<file path="src/hw/rtl/crv_pkg.sv">
// Shared types, constants and the CRC-32 byte update for the record validator.
`default_nettype none

package crv_pkg;

   localparam int unsigned HDR_LEN     = 40;
   localparam logic [31:0] CRC_POLY    = 32'hedb8_8320;
   localparam logic [31:0] CRC_INIT    = 32'hffff_ffff;
   // "P9PS" as it lies in memory, byte 0 in the low lane
   localparam logic [31:0] MAGIC_WORD  = 32'h5350_3950;
   localparam logic [7:0]  FLAG_MASK   = 8'h1f;
   localparam logic [7:0]  REC_VERSION = 8'h01;

   typedef enum logic [1:0] {
      PH_IDLE,
      PH_HEADER,
      PH_PAYLOAD,
      PH_DISCARD
   } phase_type;

   typedef enum logic [2:0] {
      ST_OK,
      ST_BAD_MAGIC,
      ST_BAD_VERSION,
      ST_RESERVED_FLAGS,
      ST_EMPTY_BODY,
      ST_LENGTH_MISMATCH,
      ST_TRUNCATED,
      ST_CRC_MISMATCH
   } status_type;

   // reflected CRC-32, one byte, eight shift steps
   function automatic logic [31:0] crc_byte(input logic [31:0] crc, input logic [7:0] b);
      logic [31:0] c;
      c = crc ^ {24'd0, b};
      for (int i = 0; i < 8; i++) begin
         c = (c >> 1) ^ (CRC_POLY & {32{c[0]}});
      end
      return c;
   endfunction

endpackage

`default_nettype wire

</file>
<file path="src/hw/rtl/crv_channels.sv">
// Valid/ready channel interfaces for the record validator's byte input and result output.
`default_nettype none

interface crv_req_if;
   import crv_pkg::*;
   logic       valid;
   logic       ready;
   logic [7:0] data_byte;
   logic       record_start;
   logic       end_of_store;

   modport source (output valid, output data_byte, output record_start,
                   output end_of_store, input ready);
   modport sink   (input valid, input data_byte, input record_start,
                   input end_of_store, output ready);
endinterface

interface crv_rsp_if;
   import crv_pkg::*;
   logic               valid;
   logic               ready;
   status_type         status;
   logic [4:0]         record_flags;
   logic [31:0]        total_bytes;
   logic [31:0]        body_size;
   logic [31:0]        attribute_bytes;
   logic [31:0]        plain_body_size;
   logic signed [31:0] proof_weight;
   logic [63:0]        match_count;

   modport source (output valid, output status, output record_flags, output total_bytes,
                   output body_size, output attribute_bytes, output plain_body_size,
                   output proof_weight, output match_count, input ready);
   modport sink   (input valid, input status, input record_flags, input total_bytes,
                   input body_size, input attribute_bytes, input plain_body_size,
                   input proof_weight, input match_count, output ready);
endinterface

`default_nettype wire

</file>
<file path="src/hw/rtl/crc_checked_record_validator_unit.sv">
// Top level of the CRC-checked record validator: header decode, checks, payload CRC.
// Usage:
//  - req carries one word a cycle: a stream byte with record_start (first byte of a
//    record) and end_of_store (last byte of the store). A word is taken when
//    req.valid and req.ready are both high.
//  - rsp carries at most one result word per input word: status plus the decoded
//    header fields of the record that the input word closed.
//  - Throughput: one input word every cycle while req.ready is high. The header
//    decode, the length check (one 33-bit add and compare) and the eight-step CRC
//    byte update all sit between the state registers and the result register.
//  - Output: a result appears on rsp in the cycle after the word that finished it.
//  - Stall: a held result sits in the result register; req.ready stays high while that
//    register is empty or being taken, so a stalled receiver holds the input back
//    whenever a result is waiting in that register.
//  - Reset (synchronous, active high): no result pending, walker idle, all record
//    fields cleared and the running CRC preset to all ones.
//  - After a header fault bytes are dropped until the next record_start.
`default_nettype none

module crc_checked_record_validator_unit (
   input  wire logic clock,
   input  wire logic reset,
   crv_req_if.sink   req,
   crv_rsp_if.source rsp
);
   import crv_pkg::*;

   // walker state
   phase_type   phase_ff, phase_in;
   logic [31:0] count_ff, count_in;
   status_type  fault_ff, fault_in;
   logic [7:0]  flag_lo_ff, flag_lo_in;
   logic [31:0] total_ff, total_in;
   logic [31:0] body_ff, body_in;
   logic [31:0] attr_ff, attr_in;
   logic [31:0] logical_ff, logical_in;
   logic [31:0] weight_ff, weight_in;
   logic [31:0] crc_stored_ff, crc_stored_in;
   logic [63:0] matched_ff, matched_in;
   logic [31:0] crc_run_ff, crc_run_in;

   // result register
   logic               rsp_valid_ff, rsp_valid_in;
   status_type         rsp_status_ff, rsp_status_in;
   logic [4:0]         rsp_flags_ff, rsp_flags_in;
   logic [31:0]        rsp_total_ff, rsp_total_in;
   logic [31:0]        rsp_body_ff, rsp_body_in;
   logic [31:0]        rsp_attr_ff, rsp_attr_in;
   logic [31:0]        rsp_logical_ff, rsp_logical_in;
   logic signed [31:0] rsp_weight_ff, rsp_weight_in;
   logic [63:0]        rsp_matched_ff, rsp_matched_in;

   logic        accept;
   logic        rec_open;
   logic        emit;
   logic        emit_old;   // report the record open before this start byte
   status_type  emit_status;
   status_type  hdr_status;
   logic [5:0]  off;
   logic [1:0]  lane;
   logic [32:0] len_sum;

   assign req.ready = !rsp_valid_ff || rsp.ready;
   assign accept    = req.valid && req.ready;
   assign rec_open  = (phase_ff == PH_HEADER) || (phase_ff == PH_PAYLOAD);

   always_comb begin
      phase_in      = phase_ff;
      count_in      = count_ff;
      fault_in      = fault_ff;
      flag_lo_in    = flag_lo_ff;
      total_in      = total_ff;
      body_in       = body_ff;
      attr_in       = attr_ff;
      logical_in    = logical_ff;
      weight_in     = weight_ff;
      crc_stored_in = crc_stored_ff;
      matched_in    = matched_ff;
      crc_run_in    = crc_run_ff;
      emit          = 1'b0;
      emit_old      = 1'b0;
      emit_status   = ST_OK;
      hdr_status    = ST_OK;
      off           = count_ff[5:0];
      lane          = off[1:0];
      len_sum       = 33'd0;

      if (accept) begin
         if (req.record_start) begin
            // a start inside an open record cuts that record short
            if (rec_open) begin
               emit        = 1'b1;
               emit_old    = 1'b1;
               emit_status = ST_TRUNCATED;
            end
            phase_in      = PH_HEADER;
            count_in      = 32'd0;
            fault_in      = ST_OK;
            flag_lo_in    = 8'd0;
            total_in      = 32'd0;
            body_in       = 32'd0;
            attr_in       = 32'd0;
            logical_in    = 32'd0;
            weight_in     = 32'd0;
            crc_stored_in = 32'd0;
            matched_in    = 64'd0;
            crc_run_in    = CRC_INIT;
         end

         off  = count_in[5:0];
         lane = off[1:0];

         case (phase_in)
            PH_HEADER: begin
               case (off)
                  6'd0, 6'd1, 6'd2, 6'd3: begin
                     if (req.data_byte != MAGIC_WORD[{lane, 3'b000} +: 8] && fault_in == ST_OK)
                        fault_in = ST_BAD_MAGIC;
                  end
                  6'd4: begin
                     if (req.data_byte != REC_VERSION && fault_in == ST_OK)
                        fault_in = ST_BAD_VERSION;
                  end
                  6'd5: begin
                     if (req.data_byte != 8'd0 && fault_in == ST_OK)
                        fault_in = ST_BAD_VERSION;
                  end
                  6'd6: flag_lo_in = req.data_byte;
                  6'd7: begin
                     if (((flag_lo_in & ~FLAG_MASK) != 8'd0 || req.data_byte != 8'd0)
                         && fault_in == ST_OK)
                        fault_in = ST_RESERVED_FLAGS;
                  end
                  6'd8, 6'd9, 6'd10, 6'd11:   total_in[{lane, 3'b000} +: 8]      = req.data_byte;
                  6'd12, 6'd13, 6'd14, 6'd15: body_in[{lane, 3'b000} +: 8]       = req.data_byte;
                  6'd16, 6'd17, 6'd18, 6'd19: attr_in[{lane, 3'b000} +: 8]       = req.data_byte;
                  6'd20, 6'd21, 6'd22, 6'd23: logical_in[{lane, 3'b000} +: 8]    = req.data_byte;
                  6'd24, 6'd25, 6'd26, 6'd27: weight_in[{lane, 3'b000} +: 8]     = req.data_byte;
                  6'd28, 6'd29, 6'd30, 6'd31: crc_stored_in[{lane, 3'b000} +: 8] = req.data_byte;
                  6'd32, 6'd33, 6'd34, 6'd35,
                  6'd36, 6'd37, 6'd38, 6'd39: matched_in[{off[2:0], 3'b000} +: 8] = req.data_byte;
                  default: ;
               endcase
               count_in = count_in + 32'd1;

               if (count_in == HDR_LEN) begin
                  // header complete: first fault wins, then body, then length sum
                  len_sum    = 33'(HDR_LEN) + {1'b0, body_in} + {1'b0, attr_in};
                  hdr_status = fault_in;
                  if (hdr_status == ST_OK && body_in == 32'd0)
                     hdr_status = ST_EMPTY_BODY;
                  if (hdr_status == ST_OK && {1'b0, total_in} != len_sum)
                     hdr_status = ST_LENGTH_MISMATCH;
                  if (hdr_status != ST_OK) begin
                     if (!emit) begin
                        emit        = 1'b1;
                        emit_status = hdr_status;
                     end
                     phase_in = PH_DISCARD;
                  end else begin
                     phase_in = PH_PAYLOAD;
                     if (req.end_of_store && !emit) begin
                        emit        = 1'b1;
                        emit_status = ST_TRUNCATED;
                     end
                  end
               end else if (req.end_of_store && !emit) begin
                  emit        = 1'b1;
                  emit_status = ST_TRUNCATED;
               end
            end
            PH_PAYLOAD: begin
               crc_run_in = crc_byte(crc_run_in, req.data_byte);
               count_in   = count_in + 32'd1;
               if (count_in == total_in) begin
                  emit        = 1'b1;
                  emit_status = (~crc_run_in == crc_stored_in) ? ST_OK : ST_CRC_MISMATCH;
                  phase_in    = PH_IDLE;
               end else if (req.end_of_store) begin
                  emit        = 1'b1;
                  emit_status = ST_TRUNCATED;
               end
            end
            default: ;
         endcase

         if (req.end_of_store)
            phase_in = PH_IDLE;
      end
   end

   // result register load
   always_comb begin
      rsp_valid_in   = rsp_valid_ff && !rsp.ready;
      rsp_status_in  = rsp_status_ff;
      rsp_flags_in   = rsp_flags_ff;
      rsp_total_in   = rsp_total_ff;
      rsp_body_in    = rsp_body_ff;
      rsp_attr_in    = rsp_attr_ff;
      rsp_logical_in = rsp_logical_ff;
      rsp_weight_in  = rsp_weight_ff;
      rsp_matched_in = rsp_matched_ff;
      if (emit) begin
         rsp_valid_in  = 1'b1;
         rsp_status_in = emit_status;
         if (emit_old) begin
            rsp_flags_in   = flag_lo_ff[4:0];
            rsp_total_in   = total_ff;
            rsp_body_in    = body_ff;
            rsp_attr_in    = attr_ff;
            rsp_logical_in = logical_ff;
            rsp_weight_in  = $signed(weight_ff);
            rsp_matched_in = matched_ff;
         end else begin
            rsp_flags_in   = flag_lo_in[4:0];
            rsp_total_in   = total_in;
            rsp_body_in    = body_in;
            rsp_attr_in    = attr_in;
            rsp_logical_in = logical_in;
            rsp_weight_in  = $signed(weight_in);
            rsp_matched_in = matched_in;
         end
      end
   end

   always_ff @(posedge clock) begin
      if (reset) begin
         phase_ff      <= PH_IDLE;
         count_ff      <= 32'd0;
         fault_ff      <= ST_OK;
         flag_lo_ff    <= 8'd0;
         total_ff      <= 32'd0;
         body_ff       <= 32'd0;
         attr_ff       <= 32'd0;
         logical_ff    <= 32'd0;
         weight_ff     <= 32'd0;
         crc_stored_ff <= 32'd0;
         matched_ff    <= 64'd0;
         crc_run_ff    <= CRC_INIT;
         rsp_valid_ff  <= 1'b0;
      end else begin
         phase_ff      <= phase_in;
         count_ff      <= count_in;
         fault_ff      <= fault_in;
         flag_lo_ff    <= flag_lo_in;
         total_ff      <= total_in;
         body_ff       <= body_in;
         attr_ff       <= attr_in;
         logical_ff    <= logical_in;
         weight_ff     <= weight_in;
         crc_stored_ff <= crc_stored_in;
         matched_ff    <= matched_in;
         crc_run_ff    <= crc_run_in;
         rsp_valid_ff  <= rsp_valid_in;
      end
   end

   // payload of the result word, no reset needed
   always_ff @(posedge clock) begin
      rsp_status_ff  <= rsp_status_in;
      rsp_flags_ff   <= rsp_flags_in;
      rsp_total_ff   <= rsp_total_in;
      rsp_body_ff    <= rsp_body_in;
      rsp_attr_ff    <= rsp_attr_in;
      rsp_logical_ff <= rsp_logical_in;
      rsp_weight_ff  <= rsp_weight_in;
      rsp_matched_ff <= rsp_matched_in;
   end

   assign rsp.valid           = rsp_valid_ff;
   assign rsp.status          = rsp_status_ff;
   assign rsp.record_flags    = rsp_flags_ff;
   assign rsp.total_bytes     = rsp_total_ff;
   assign rsp.body_size       = rsp_body_ff;
   assign rsp.attribute_bytes = rsp_attr_ff;
   assign rsp.plain_body_size = rsp_logical_ff;
   assign rsp.proof_weight    = rsp_weight_ff;
   assign rsp.match_count     = rsp_matched_ff;

endmodule

`default_nettype wire

</file>
<file path="src/flat_wrapper.sv">
// flat-port wrapper written by rule: the top's interface ports become plain ports
module crc_checked_record_validator_unit_flat import crv_pkg::*;
  (clock, reset, req_valid, req_data_byte, req_record_start, req_end_of_store, req_ready, rsp_valid, rsp_status, rsp_record_flags, rsp_total_bytes, rsp_body_size, rsp_attribute_bytes, rsp_plain_body_size, rsp_proof_weight, rsp_match_count, rsp_ready);
  crv_req_if req_i ();
  crv_rsp_if rsp_i ();
  input  wire logic clock;
  input  wire logic reset;
  input wire logic [$bits(req_i.valid)-1:0] req_valid;
  input wire logic [$bits(req_i.data_byte)-1:0] req_data_byte;
  input wire logic [$bits(req_i.record_start)-1:0] req_record_start;
  input wire logic [$bits(req_i.end_of_store)-1:0] req_end_of_store;
  output wire logic [$bits(req_i.ready)-1:0] req_ready;
  output wire logic [$bits(rsp_i.valid)-1:0] rsp_valid;
  output wire logic [$bits(rsp_i.status)-1:0] rsp_status;
  output wire logic [$bits(rsp_i.record_flags)-1:0] rsp_record_flags;
  output wire logic [$bits(rsp_i.total_bytes)-1:0] rsp_total_bytes;
  output wire logic [$bits(rsp_i.body_size)-1:0] rsp_body_size;
  output wire logic [$bits(rsp_i.attribute_bytes)-1:0] rsp_attribute_bytes;
  output wire logic [$bits(rsp_i.plain_body_size)-1:0] rsp_plain_body_size;
  output wire logic [$bits(rsp_i.proof_weight)-1:0] rsp_proof_weight;
  output wire logic [$bits(rsp_i.match_count)-1:0] rsp_match_count;
  input wire logic [$bits(rsp_i.ready)-1:0] rsp_ready;
  assign req_i.valid = req_valid;
  assign req_i.data_byte = req_data_byte;
  assign req_i.record_start = req_record_start;
  assign req_i.end_of_store = req_end_of_store;
  assign req_ready = req_i.ready;
  assign rsp_valid = rsp_i.valid;
  assign rsp_status = rsp_i.status;
  assign rsp_record_flags = rsp_i.record_flags;
  assign rsp_total_bytes = rsp_i.total_bytes;
  assign rsp_body_size = rsp_i.body_size;
  assign rsp_attribute_bytes = rsp_i.attribute_bytes;
  assign rsp_plain_body_size = rsp_i.plain_body_size;
  assign rsp_proof_weight = rsp_i.proof_weight;
  assign rsp_match_count = rsp_i.match_count;
  assign rsp_i.ready = rsp_ready;
  crc_checked_record_validator_unit u_core (.clock(clock), .reset(reset), .req(req_i), .rsp(rsp_i));
endmodule
</file>
<file path="config.mk">
export PLATFORM = sky130hd
export DESIGN_NAME = crc_checked_record_validator_unit_flat
export DESIGN_NICKNAME = d
export VERILOG_FILES = /design/src/hw/rtl/crv_pkg.sv /design/src/hw/rtl/crv_channels.sv /design/src/hw/rtl/crc_checked_record_validator_unit.sv /design/src/flat_wrapper.sv
export SDC_FILE = /design/constraint.sdc
export NUM_CORES = 2
export LEC_CHECK = 0
export BUFFER_PORTS_ARGS = -buffer_cell sky130_fd_sc_hd__buf_2
export CORE_UTILIZATION = 30
export CTS_BUF_LIST = sky130_fd_sc_hd__clkbuf_8
export DETAILED_ROUTE_END_ITERATION = 12
export PLACE_DENSITY = 0.49
export SLEW_MARGIN = 20
export SYNTH_ARGS = -nofsm -noshare
export SYNTH_HDL_FRONTEND = slang
export SYNTH_SLANG_ARGS = --single-unit
</file>
<file path="constraint.sdc">
create_clock -name clock -period 18.6 [get_ports clock]
set_input_delay 3.72 -clock clock [delete_from_list [all_inputs] [get_ports clock]]
set_output_delay 3.72 -clock clock [all_outputs]
set_load 0.005 [all_outputs]
</file>
==> results by group <==
Routing
  • DRC: 0
  • Router iterations before antenna repair: 8
  • Routed wire length: roughly 120000 µm
  • Antenna viol nets, final: 0
  • Total number of vias: between 20000 and 30000
  • Vias per cell: around 5.4
  • Routed wirelength normalized by instance count: between 20 and 25 µm
  • Iteration-0 DRC count of the detailed router: 2829

Worst setup path
  • Arrival time reported for the critical path endpoint: 13.03 ns
  • Worst setup path category: input pin to flop
  • Worst reg2reg startpoint: u_core.count_ff[0]$_SDFFE_PP0P_
  • Nature of the critical path endpoint: flop
  • Slowest Stage Delay on Critical Path: about 0.93 ns
  • Crit path buf inv count: 5
  • Family with the most delay on the worst path: simple AND/OR/NAND/NOR gates
  • Flop-to-flop setup slack: 8.57 ns
  • Largest driver fanout on the critical path: slightly above 80
  • Library cell contributing the largest single delay on the critical path: sky130_fd_sc_hd__buf_4
  • Endpoint required time on the critical path: between 15 and 20 ns
  • Depth of the most critical reg-to-reg path: 27
  • Setup crit start kind: input pin
  • Critical register-to-register path endpoint: u_core.rsp.body_size[21]$_DFFE_PP_

Clock network
  • CTS hold repair buffers: 0
  • Number of clock sinks: about 570
  • Clock root buffer master: sky130_fd_sc_hd__clkbuf_8
  • Clock latency reported for the late side of the worst-skew pair: 0.77 ns
  • Post_cts resized: 0
  • H-tree levels: 3
  • Number of post-CTS setup repair buffers: 0
  • Worst-case clock buffer depth: 3
  • Clock tree from TritonCTS: done
  • Clock transition time at the flip-flop clock pins of the worst setup and hold paths: 0.06 ns
  • TritonCTS buffer count: 97

Logic synthesis
  • Sequential element share of the synthesized area: 0.451
  • Count of cell types in the netlist: a little over 90
  • Cell taking the most area after synthesis: sky130_fd_sc_hd__edfxtp_1
  • Post-synthesis async set-or-reset flop share: 0
  • Post-Syn Area per Cell: between 8 and 9 µm²
  • Gate count of the mapped netlist: between 3000 and 4000
  • Number of synthesized register bits: 566
  • EDFF count, synth: roughly 230
  • Total standard cell area after synthesis: around 0.030 mm²
  • Synthesized Nets: between 3000 and 4000
  • Cell types occupying the most area after synthesis: sky130_fd_sc_hd__edfxtp_1 23%, sky130_fd_sc_hd__dfxtp_1 22%, sky130_fd_sc_hd__nand2_1 7.9%
  • Post-synth top flop: sky130_fd_sc_hd__dfxtp_1
  • Share of Yosys cell area claimed by the top area cell type: 0.230
  • Count of yosys warnings during synthesis: 0

STA
  • Worst Hold Margin: roughly 0.46 ns
  • Setup ws final: 5.92 ns
  • Hold Fails Final Rpt: 0
  • RSZ-0062 raised after global routing: false
  • Worst Max-Slew Pin Slew: 1.11 ns
  • Tcrit/Tclk final: 0.682
  • Fmax: approximately 80 MHz
  • Maximum clock skew at final layout: 0.0632 ns
  • Minimum period implied by the final worst setup slack: around 13 ns
  • Setup-failing EPs final: 0
  • Max Transition Viols Final: 0
  • Post-Route Setup TNS: 0 ns
  • Max-slew headroom: 0.256

Die
  • Height of the chip: between 300 and 400 µm
  • Die Area: 0.102 mm²
  • Std-Cell Core Area: ~0.10 mm²
  • Number of ports placed on the die boundary: 248
  • Number of rows created at floorplan: between 100 and 150
  • Initial Util: 0.303
  • Horizontal extent of the die: 320 µm

GRT
  • Number of antenna violations at the first check in global routing: 7
  • Global-route congestion overflow total: 0
  • Global-route met3 utilization: 0.0340
  • Met1 Use GR: 0.309
  • Maximum number of pins on one net before global-route repair: 131
  • Number of global-route vias before repair: ~25000
  • Gr usage total: 0.220
  • Routing layer with the top usage in global route: met2
  • GRT met2 Usage: 0.341
  • First-pass GRT wire length: between 150000 and 200000 µm

Placed design
  • Pre-CTS setup slack: 4.78 ns
  • Number of port buffers: between 200 and 250
  • Global placement routability congestion: roughly 0.95
  • Post-detailed-placement half-perimeter wirelength: between 80000 and 90000 µm

Power
  • Power density of the placed cells: about 78 mW/mm²
  • VDD IR max: between 0.04 and 0.05 mV
  • P_leak: ~13 nW

Hold path
  • End point of the worst hold path: u_core.matched_ff[1]$_SDFF_PP0_
  • Hold Crit Start: u_core.matched_ff[1]$_SDFF_PP0_
  • Instance count along the most critical hold path: 2
  • Class of the worst hold path: flop to flop

Layout
  • Fraction of layout instances using a drive strength above 1: 0.126
  • Relative area change from synthesis to final layout: 14.2%
  • Nets@finish: approximately 3800

Status
  • Run status: complete, no violations

Run
  • Number of violations of the max-capacitance limit: 0
==> worst max path at each step <==
stage                     cells after the start        startpoint                                        to  slack [ns]
after floorplan                              31  req_record_start   u_core.rsp.attribute_bytes[0]$_DFFE_PP_        3.20
after global placement                       28  req_record_start  u_core.rsp.attribute_bytes[19]$_DFFE_PP_        4.93
after detailed placement                     28  req_record_start  u_core.rsp.attribute_bytes[19]$_DFFE_PP_        4.78
after CTS                                    28  req_record_start        u_core.rsp.body_size[21]$_DFFE_PP_        5.53
after global routing                         28  req_record_start        u_core.rsp.body_size[22]$_DFFE_PP_        5.23
final                                        28  req_record_start        u_core.rsp.body_size[21]$_DFFE_PP_        5.92
==> worst register-to-register path: cells and delay by family (launching register included) <==
family	cells	cell delay [ns]
buf+inv	4	2.34
xor+xnor	1	0.19
fa+ha+maj	4	1.52
flops	1	0.58
simple gates	11	3.38
compound gates	7	1.56
==> placed cells by master (no fill, tap or decap), types with 21 or more instances in the layout <==
master,n
sky130_fd_sc_hd__nand2_1,632
sky130_fd_sc_hd__nor2_1,383
sky130_fd_sc_hd__dfxtp_1,334
sky130_fd_sc_hd__buf_2,245
sky130_fd_sc_hd__o21ai_0,236
sky130_fd_sc_hd__edfxtp_1,232
sky130_fd_sc_hd__a21oi_1,225
sky130_fd_sc_hd__xnor2_1,154
sky130_fd_sc_hd__a22oi_1,144
sky130_fd_sc_hd__nand3_1,122
sky130_fd_sc_hd__clkbuf_8,110
sky130_fd_sc_hd__ha_1,75
sky130_fd_sc_hd__xor2_1,71
sky130_fd_sc_hd__nand2b_1,67
sky130_fd_sc_hd__inv_1,61
sky130_fd_sc_hd__buf_4,45
sky130_fd_sc_hd__nor3_1,44
sky130_fd_sc_hd__o22ai_1,40
sky130_fd_sc_hd__a22o_1,37
sky130_fd_sc_hd__a21o_1,34
sky130_fd_sc_hd__a31oi_1,28
sky130_fd_sc_hd__nor4_1,27
sky130_fd_sc_hd__nand4_1,25
sky130_fd_sc_hd__nor2b_1,22
sky130_fd_sc_hd__o21ai_1,22
sky130_fd_sc_hd__mux2i_1,21
==> area by class of cell <==
cell class | count | area, µm²
fill | 10400 | 65500
multi-input combinational | 2674 | 15600
sequential | 566 | 13700
tap | 1298 | 1620
timing repair buffer | 293 | 1620
clock buffer | 110 | 1510
clock inverter | 70 | 429
inverter | 33 | 125
antenna | 4 | 10.0
==> cells in the mapped netlist, drive strengths merged, types with 5 or more instances <==
| library cell | count |
|---|---|
| a211oi | 10 |
| a21boi | 5 |
| a21o | 34 |
| a21oi | 225 |
| a22o | 37 |
| a22oi | 144 |
| a31oi | 28 |
| a32o | 12 |
| a32oi | 17 |
| a41oi | 5 |
| and2 | 19 |
| and3 | 20 |
| buf | 44 |
| clkbuf | 199 |
| dfxtp | 334 |
| edfxtp | 232 |
| ha | 75 |
| inv | 33 |
| mux2i | 21 |
| nand2 | 634 |
| nand2b | 68 |
| nand3 | 123 |
| nand3b | 5 |
| nand4 | 26 |
| nor2 | 386 |
| nor2b | 22 |
| nor3 | 45 |
| nor3b | 8 |
| nor4 | 30 |
| nor4b | 8 |
| o211ai | 12 |
| o21a | 5 |
| o21ai | 259 |
| o221ai | 5 |
| o22ai | 40 |
| o31ai | 8 |
| or2 | 8 |
| or3 | 14 |
| or4 | 11 |
| or4b | 6 |
| xnor2 | 156 |
| xnor3 | 10 |
| xor2 | 71 |
==> logic make-up after synthesis <==
kind of cell	after synthesis	share of synthesized area
buffers and inverters	276	0.0354
DFF	566	0.451
adders and majority gates	76	0.0317
xor gates and xnor gates	239	0.0752
muxes	25	0.00844
AOI/OAI and AO/OA	890	0.185
and+or+nand+nor	1444	0.213
==> per-layer routing <==
layer  up-vias  routed length [µm]
li1      12800                   -
met1     13200               52200
met2      1107               52500
met3       184                7650
met4         4                3870
met5         -                  26
==> power breakdown <==
part	total, mW	switching (mW)	internal (mW)
clock	1.15	0.562	0.591
sequential	1.30	0.00338	1.29
combinational	0.232	0.171	0.0610
total	2.68	0.737	1.95
==> per-stage QoR <==
stage	power (mW)	std cells	util	area (µm²)
global placement	1.55	4863	0.326	32600
floorplan	1.47	3516	-	30300
finish	2.68	5048	0.345	34500
global route	2.78	5045	0.345	34500
CTS	2.71	5043	0.345	34500
detailed placement	1.55	4863	0.326	32600
No activity file was read; power rests on OpenSTA's default activity.
